$ cat src/sace_pkg.sv
// ---------------------------------------------------------------------------
// sace_pkg: shared constants and types
// Geometry, register indexes, item kinds, hash constants and the structs
// that run between the controller and its storage blocks.
// ---------------------------------------------------------------------------
`default_nettype none

package sace_pkg;

  // Geometry. SETS and CHANNELS are powers of two, SETS at least 2.
  localparam int WAYS     = 8;
  localparam int SETS     = 64;
  localparam int CHANNELS = 1024;

  localparam int WAY_W  = (WAYS > 1) ? $clog2(WAYS) : 1;
  localparam int SCAN_W = $clog2(WAYS + 1);
  localparam int SET_W  = $clog2(SETS);
  localparam int CH_W   = $clog2(CHANNELS);

  // Configuration port
  localparam int CFG_IDX_W  = 3;
  localparam int CFG_DATA_W = 10;

  localparam logic [CFG_IDX_W-1:0] CFG_LRU_MODE    = 3'd0;
  localparam logic [CFG_IDX_W-1:0] CFG_HASHED_MAP  = 3'd1;
  localparam logic [CFG_IDX_W-1:0] CFG_PF_DEPTH    = 3'd2;
  localparam logic [CFG_IDX_W-1:0] CFG_HIT_CYCLES  = 3'd3;
  localparam logic [CFG_IDX_W-1:0] CFG_MISS_CYCLES = 3'd4;

  // Request kinds
  localparam logic [1:0] KIND_ACCESS = 2'd0;
  localparam logic [1:0] KIND_SPIKE  = 2'd1;
  localparam logic [1:0] KIND_STEP   = 2'd2;

  // Hash multipliers
  localparam logic [63:0] HASH_C1   = 64'hff51afd7ed558ccd;
  localparam logic [63:0] HASH_C2   = 64'hc4ceb9fe1a85ec53;
  localparam logic [63:0] HASH_CHAN = 64'h9e3779b97f4a7c15;

  localparam logic [15:0] SCORE_MAX = 16'hFFFF;
  localparam logic [31:0] AGE_MAX   = 32'hFFFFFFFF;

  typedef struct packed {
    logic        valid;
    logic [63:0] tag;
    logic [31:0] age;
    logic [15:0] chan;
  } way_t;

  typedef way_t [WAYS-1:0] row_t;

  typedef struct packed {
    logic            rd_en;
    logic            rd_before;
    logic            wr_en;
    logic            swap;
    logic            clr;
    logic [CH_W-1:0] addr;
    logic [15:0]     wdata;
  } score_cmd_t;

  typedef struct packed {
    logic        busy;
    logic [15:0] rdata;
  } score_sts_t;

endpackage

`default_nettype wire

$ cat src/sace_hash.sv
// ---------------------------------------------------------------------------
// sace_hash: multi-cycle set hash
// Mixes key and channel with one shared 32x32 multiplier, 64-bit products
// built from partial products; the set index is valid once done is raised.
// ---------------------------------------------------------------------------
`default_nettype none

module sace_hash (
  input  logic                      clk,
  input  logic                      rst,
  input  logic                      start,
  input  logic [63:0]               key,
  input  logic [15:0]               chan,
  output logic                      done,
  output logic [sace_pkg::SET_W-1:0] set_idx
);
  import sace_pkg::*;

  localparam logic [3:0] PH_LAST = 4'd10;

  logic        busy;
  logic [3:0]  cnt;
  logic [15:0] chan_q;
  logic [63:0] x;
  logic [63:0] acc;
  logic [63:0] prod;
  logic [31:0] mult_a;
  logic [31:0] mult_b;
  logic [63:0] acc_hi;

  function automatic logic [63:0] fold33(input logic [63:0] v);
    return v ^ (v >> 33);
  endfunction

  assign acc_hi  = acc + {prod[31:0], 32'd0};
  assign set_idx = x[SET_W-1:0];

  always_comb begin
    case (cnt)
      4'd0:    begin mult_a = {16'd0, chan_q}; mult_b = HASH_CHAN[31:0];  end
      4'd1:    begin mult_a = {16'd0, chan_q}; mult_b = HASH_CHAN[63:32]; end
      4'd3:    begin mult_a = x[31:0];  mult_b = HASH_C1[31:0];  end
      4'd4:    begin mult_a = x[63:32]; mult_b = HASH_C1[31:0];  end
      4'd5:    begin mult_a = x[31:0];  mult_b = HASH_C1[63:32]; end
      4'd7:    begin mult_a = x[31:0];  mult_b = HASH_C2[31:0];  end
      4'd8:    begin mult_a = x[63:32]; mult_b = HASH_C2[31:0];  end
      4'd9:    begin mult_a = x[31:0];  mult_b = HASH_C2[63:32]; end
      default: begin mult_a = 32'd0;    mult_b = 32'd0;          end
    endcase
  end

  always_ff @(posedge clk) begin
    if (rst) begin
      busy <= 1'b0;
      done <= 1'b0;
      cnt  <= 4'd0;
    end else begin
      done <= busy && (cnt == PH_LAST);
      if (start) begin
        busy   <= 1'b1;
        cnt    <= 4'd0;
        chan_q <= chan;
        x      <= key ^ (key >> 11);
      end else if (busy) begin
        prod <= {32'd0, mult_a} * {32'd0, mult_b};
        cnt  <= cnt + 4'd1;
        case (cnt) inside
          4'd1, 4'd4, 4'd8: acc <= prod;
          4'd5, 4'd9:       acc <= acc_hi;
          4'd2:             x   <= fold33(x ^ acc_hi);
          4'd6, 4'd10:      x   <= fold33(acc_hi);
          default:          ;
        endcase
        if (cnt == PH_LAST) busy <= 1'b0;
      end
    end
  end

endmodule

`default_nettype wire

$ cat config.mk
export PLATFORM = sky130hd
export DESIGN_NAME = sace_hash
export DESIGN_NICKNAME = d
export VERILOG_FILES = /design/src/sace_pkg.sv /design/src/sace_hash.sv
export SDC_FILE = /design/constraint.sdc
export NUM_CORES = 2
export LEC_CHECK = 0
export BUFFER_PORTS_ARGS = -buffer_cell sky130_fd_sc_hd__buf_4
export CELL_PAD_IN_SITES_DETAIL_PLACEMENT = 1
export CELL_PAD_IN_SITES_GLOBAL_PLACEMENT = 1
export CORE_MARGIN = 2
export CORE_UTILIZATION = 40
export CTS_CLUSTER_DIAMETER = 50
export DETAILED_ROUTE_END_ITERATION = 8
export PLACE_DENSITY = 0.74
export SKIP_CTS_REPAIR_TIMING = 1
export SLEW_MARGIN = 30
export SYNTH_ARGS = -nofsm -noshare
export SYNTH_HDL_FRONTEND = slang
export SYNTH_SLANG_ARGS = --single-unit
$ cat constraint.sdc
create_clock -name clk -period 19.2 [get_ports clk]
set_input_delay 1.92 -clock clk [delete_from_list [all_inputs] [get_ports clk]]
set_output_delay 1.92 -clock clk [all_outputs]
set_load 0.03 [all_outputs]
# Word level (Yosys, flattened, before mapping)
# Cells that the tools add are included.
[op_classes]
n_addsub = 2
multipliers = 1
eq_ne = 12
n_mux = 13
n_bitwise = 6
n_reduce_logical = 18
[ops]
columns = ["operator", "n"]
rows = [
  ["$mux W64", 8],
  ["$pmux W32 S6", 1],
  ["$xor A64 B31 Y64", 2],
  ["$pmux W32 S3", 1],
  ["$add A64 B64 Y64", 1],
  ["$mul A32 B32 Y64", 1],
  ["$xor A64 B53 Y64", 1],
  ["$xor A64 B64 Y64", 1],
  ["$eq A4 B3 Y1 const B", 4],
  ["$reduce_or A2 Y1", 7],
  ["$eq A4 B4 Y1 const B", 3],
  ["$eq A4 B2 Y1 const B", 2],
  ["$reduce_and A5 Y1", 1],
  ["$add A4 B1 Y4 const B", 1],
  ["$eq A4 B1 Y1 const B", 1],
  ["$logic_not A4 Y1", 1],
  ["$ne A2 B2 Y1 const B", 2],
  ["$reduce_and A4 Y1", 1],
  ["$reduce_bool A2 Y1", 2],
  ["$reduce_or A4 Y1", 1],
  ["$mux W1", 3],
  ["$reduce_and A3 Y1", 1],
  ["$reduce_bool A3 Y1", 1],
  ["$reduce_or A3 Y1", 1],
  ["3 further kinds", 4],
]
[totals]
register_bits = 214
in_bits = 83
out_inout_bits = 7
elab_cells = 59

# Logic depth before layout (Yosys ltp)
[depth]
ltp_word = 8
ltp_mapped = 38
depth_no_buf = 35

# Least setup slack after synthesis
# Ideal clock, no wire load.
[synth_timing]
path_type = "register to register"
start = "register cnt[0]"
end = "register prod[61], data pin"
setup_ps = 270
arrival_time_ps = 8942
required_ps = 18930
setup_slack_ps = 9989
stages_incl_launch_ff = 33
path_buffers = 4
period_less_slack_ps = 9211
cell_sequence = "dfxtp_1 -> ha_1 -> a21oi_1 -> o22ai_1 -> clkbuf_1 -> buf_1 -> a22o_1 -> clkbuf_1 -> nand2_1 -> fa_1 -> inv_1 -> fa_1 -> inv_1 -> fa_1 -> inv_1 -> fa_1 -> inv_1 -> fa_1 -> fa_1 -> fa_1 -> fa_1 -> inv_1 -> ha_1 -> clkbuf_1 -> nand3_1 -> or4_1 -> a211o_1 -> o22ai_2 -> nor2_2 -> o31ai_4 -> a41oi_2 -> o41ai_2 -> xor2_1"
[synth_via]
elab_chain_len = 4
word_cells_on_any_way = 16
classes_between = "mul: 1; eq/ne: 7; mux: 2; reduce/logical: 6"
[synth_rtl]
columns = ["item", "line", "rtl"]
rows = [
  ["from (decl)", "sace_hash.sv:22", "logic [3:0] cnt;"],
  ["from (signal assigned)", "sace_hash.sv:66", "cnt <= cnt + 4'd1;"],
  ["$eq A4 B3 Y1, or another cell as far along", "sace_hash.sv:39", "case (cnt)"],
  ["$reduce_or A4 Y1 (no line) / $reduce_or A2 Y1 (equally long branches)", "n/a", ""],
  ["$pmux W32 S3 / $pmux W32 S6 (equally long branches)", "sace_hash.sv:39", ""],
  ["$mul A32 B32 Y64 (*)", "sace_hash.sv:65", "prod <= {32'd0, mult_a} * {32'd0, mult_b};"],
  ["to (signal assigned)", "sace_hash.sv:65", ""],
  ["to (decl)", "sace_hash.sv:26", "logic [63:0] prod;"],
]
# Every way passes the cells marked *; elsewhere a longest branch is shown, timed or not.
# A chain may end at the register's enable or synchronous reset.

# Final worst setup path
# Same ends and word-level chain as after synthesis.

==> out/qor.csv <==
stage,metric,value,unit
finish,fin nets,5883,
die,overall die area,110700,um2
clock_tree,Worst-Skew Late Latency,0.53,ns
critical_path,crit-path most repeated cell,fa_1,
synthesis,Post-Synth Simple-Gate Area,10.88,%
placement,Detail Placement HPWL,137300,um
grt,first-pass GRT wire length,241500,um
placement,Final GP Congestion,0.9830,
synthesis,synth top area cells,"fa_1 (40%), edfxtp_1 (14%), ha_1 (9.6%)",
min_path,Tightest Hold Check Type,flip-flop to flip-flop,
finish,Filler cells,12420,
clock_tree,H-tree depth,1,
route,Vias,33330,
route,Antenna Nets Post-Route,0,
synthesis,syn_nets,5900,
finish,Area Growth Syn to Fin,6.759,%
synthesis,Synth Flop Type,edfxtp_1,
critical_path,Reg-to-Reg End,prod[61],
run_status,status,"finished, final reports clean",
critical_path,Worst path slowest cell,ha_1,
critical_path,crit path from,cnt[0],
die,# rows,120,
synthesis,Yosys warnings,0,
grt,GRT overflow,0,
timing,Max Fclk,0.08435,GHz
synthesis,synth unique cells,74,
critical_path,Setup crit end kind,flip-flop,
synthesis,mux share of post-synthesis cell area,0.1244,%
critical_path,critical path type,flip-flop to flip-flop,
grt,gr usage total,29.58,%
die,IO Count,90,
route,routed wire length,162000,um
synthesis,Syn Inst Count,4624,
critical_path,Critical Path Fanout Max,37,
timing,RSZ-0062 raised after global routing,false,
synthesis,Yosys top cell by area,fa_1,
die,Initial Util,40.34,%
critical_path,largest stage delay on the critical path,0.81,ns
clock_tree,number of clock sinks,214,
synthesis,Syn Area/Cell,9.352,um2
synthesis,complex-gate fraction of the synthesized area,7.758,%
route,Vias/cell,5.535,
clock_tree,clock tree buffer depth,3,
synthesis,"Seq/Total Area, Yosys",14.72,%
synthesis,Synth Area in XOR/XNOR,6.305,%
critical_path,Reg2Reg Depth,28,
synthesis,Post-synth ARST share,0,%
timing,final hold viol count,0,
timing,Final Max Tran Viols,0,
critical_path,Crit path required time,19.47,ns
synthesis,Post-synth EDFFs,208,
route,number of remaining DRC errors,0,
die,die height,332.8,um
grt,vias in the first global route,36560,
route,drt first pass iters,8,
clock_tree,"CTS clk-pin slew, worst paths",0.07,ns
placement,Buffers on Ports,89,
timing,period utilization,61.75,%
grt,largest net degree at the start of global routing,81,
critical_path,worst r2r src,cnt[0],
job,max-cap violations,0,
timing,Layout Skew,0.01495,ns
clock_tree,Clk Tree Root Cell,clkbuf_16,
clock_tree,CTS tree,done,
timing,final setup vio count,0,
critical_path,CP Launch Type,flip-flop,
timing,actual slew at the worst max-slew pin,0.9837,ns
die,core area,107200,um2
timing,Slew HR,34.42,%
clock_tree,CTS buffer count,21,
synthesis,largest family of logic cells by synthesized area,adder cells,
finish,antenna cells,0,
finish,"commonest non-fill, non-tap cell in the layout",inv_1,
route,Iter 0 DRT Violations,2889,
critical_path,"Data arrival, critical path",12.12,ns
synthesis,Synth Cell Area,43240,um2
synthesis,share of Yosys cell area claimed by the top area cell type,39.91,%
die,Die W,332.8,um
grt,initial antenna violation count,5,
route,wire length per cell,26.90,um
synthesis,adder-cell share of the synthesized area,49.48,%
finish,most frequent cells in the layout,"inv_1 (1,019), fa_1 (862), nand2_1 (605)",
critical_path,worst setup path end,prod[61],
synthesis,Yosys reg bits,214,
timing,"Min Clock Period, post-route",11.86,ns
critical_path,R2R setup slack,7.34,ns
timing,setup TNS,0,ns
finish,layout cells sized above 1,5.174,%
## cell usage after synthesis, drive strengths merged, types with 25 or more instances
cell and number:
inv 1022, a21o 65, nand2 610, fa 862, nand4 25, buf 31
ha 331, clkbuf 166, nor2 369, a22oi 29, xnor2 145, o21ai 143
and2 54, xor2 161, a21oi 146, edfxtp 208
## registers in the layout, summed over array words and instances, names as in the netlist
register / count
chan_q: 16
cnt: 4
x: 64
busy: 1
prod: 64
acc: 64
done: 1
## per-layer routing
metal / GRT usage (%) / part of all wire, %
met5: 0 / 0
met4: 14.15 / 6.0
met3: 3.778 / 7.6
met2: 46.72 / 45
met1: 40.41 / 41
## how the worst min path moves through the flow
stage | slack [ns] | cells past startpoint | startpoint | to
3_5_place_dp | 0.52 | 2 | prod[39] | acc[39]
6_report | 0.53 | 2 | prod[39] | acc[39]
4_1_cts | 0.53 | 2 | prod[42] | acc[42]
2_1_floorplan | 0.49 | 2 | prod[32] | acc[32]
5_1_grt | 0.56 | 2 | prod[39] | acc[39]
3_3_place_gp | 0.51 | 2 | prod[45] | acc[45]
## final cells by class
| type | instances | area, um2 | area share [%] |
|---|---|---|---|
| clock inverter | 13 | 108.9 | 0.2358 |
| timing repair buffer | 157 | 1195 | 2.588 |
| sequential | 214 | 6367 | 13.79 |
| tap | 1403 | 1755 | 3.803 |
| inverter | 1027 | 3855 | 8.351 |
| multi-input combinational | 3186 | 32350 | 70.08 |
| clock buffer | 22 | 529.3 | 1.146 |
## metrics by stage
step	setup slack [ns]	cells	util (%)	area [um2]	hold slack, ns
2_1_floorplan	9.989	4624	-	43240	0.4907
3_3_place_gp	7.771	5985	42.42	45470	0.5078
3_5_place_dp	7.666	5987	42.46	45520	0.5198
4_1_cts	7.586	6022	43.06	46160	0.5338
5_1_grt	7.082	6022	43.06	46160	0.5638
6_report	7.344	6022	43.06	46160	0.5303
## logic make-up (layout without fill, tap and decap cells)
family	count (synthesis)	after routing
adders and majority gates	1193	1193
DFF	214	214
muxes	5	5
buffers and inverters	1224	1219
AOI/OAI and AO/OA	531	531
xor gates and xnor gates	308	308
and+or+nand+nor	1149	1149
## worst max-delay path, delay by kind of cell (launching register included)
family          cells  cell delay [ns]
compound gates      7             2.03
buf+inv             4             1.29
fa+ha+maj          10             5.34
flops               1             0.42
xor+xnor            1             0.11
simple gates        6             2.30
Power is left out: the tool's default activity adds up to more than one toggle a clock period on the data nets, which glitch-free logic cannot reach.
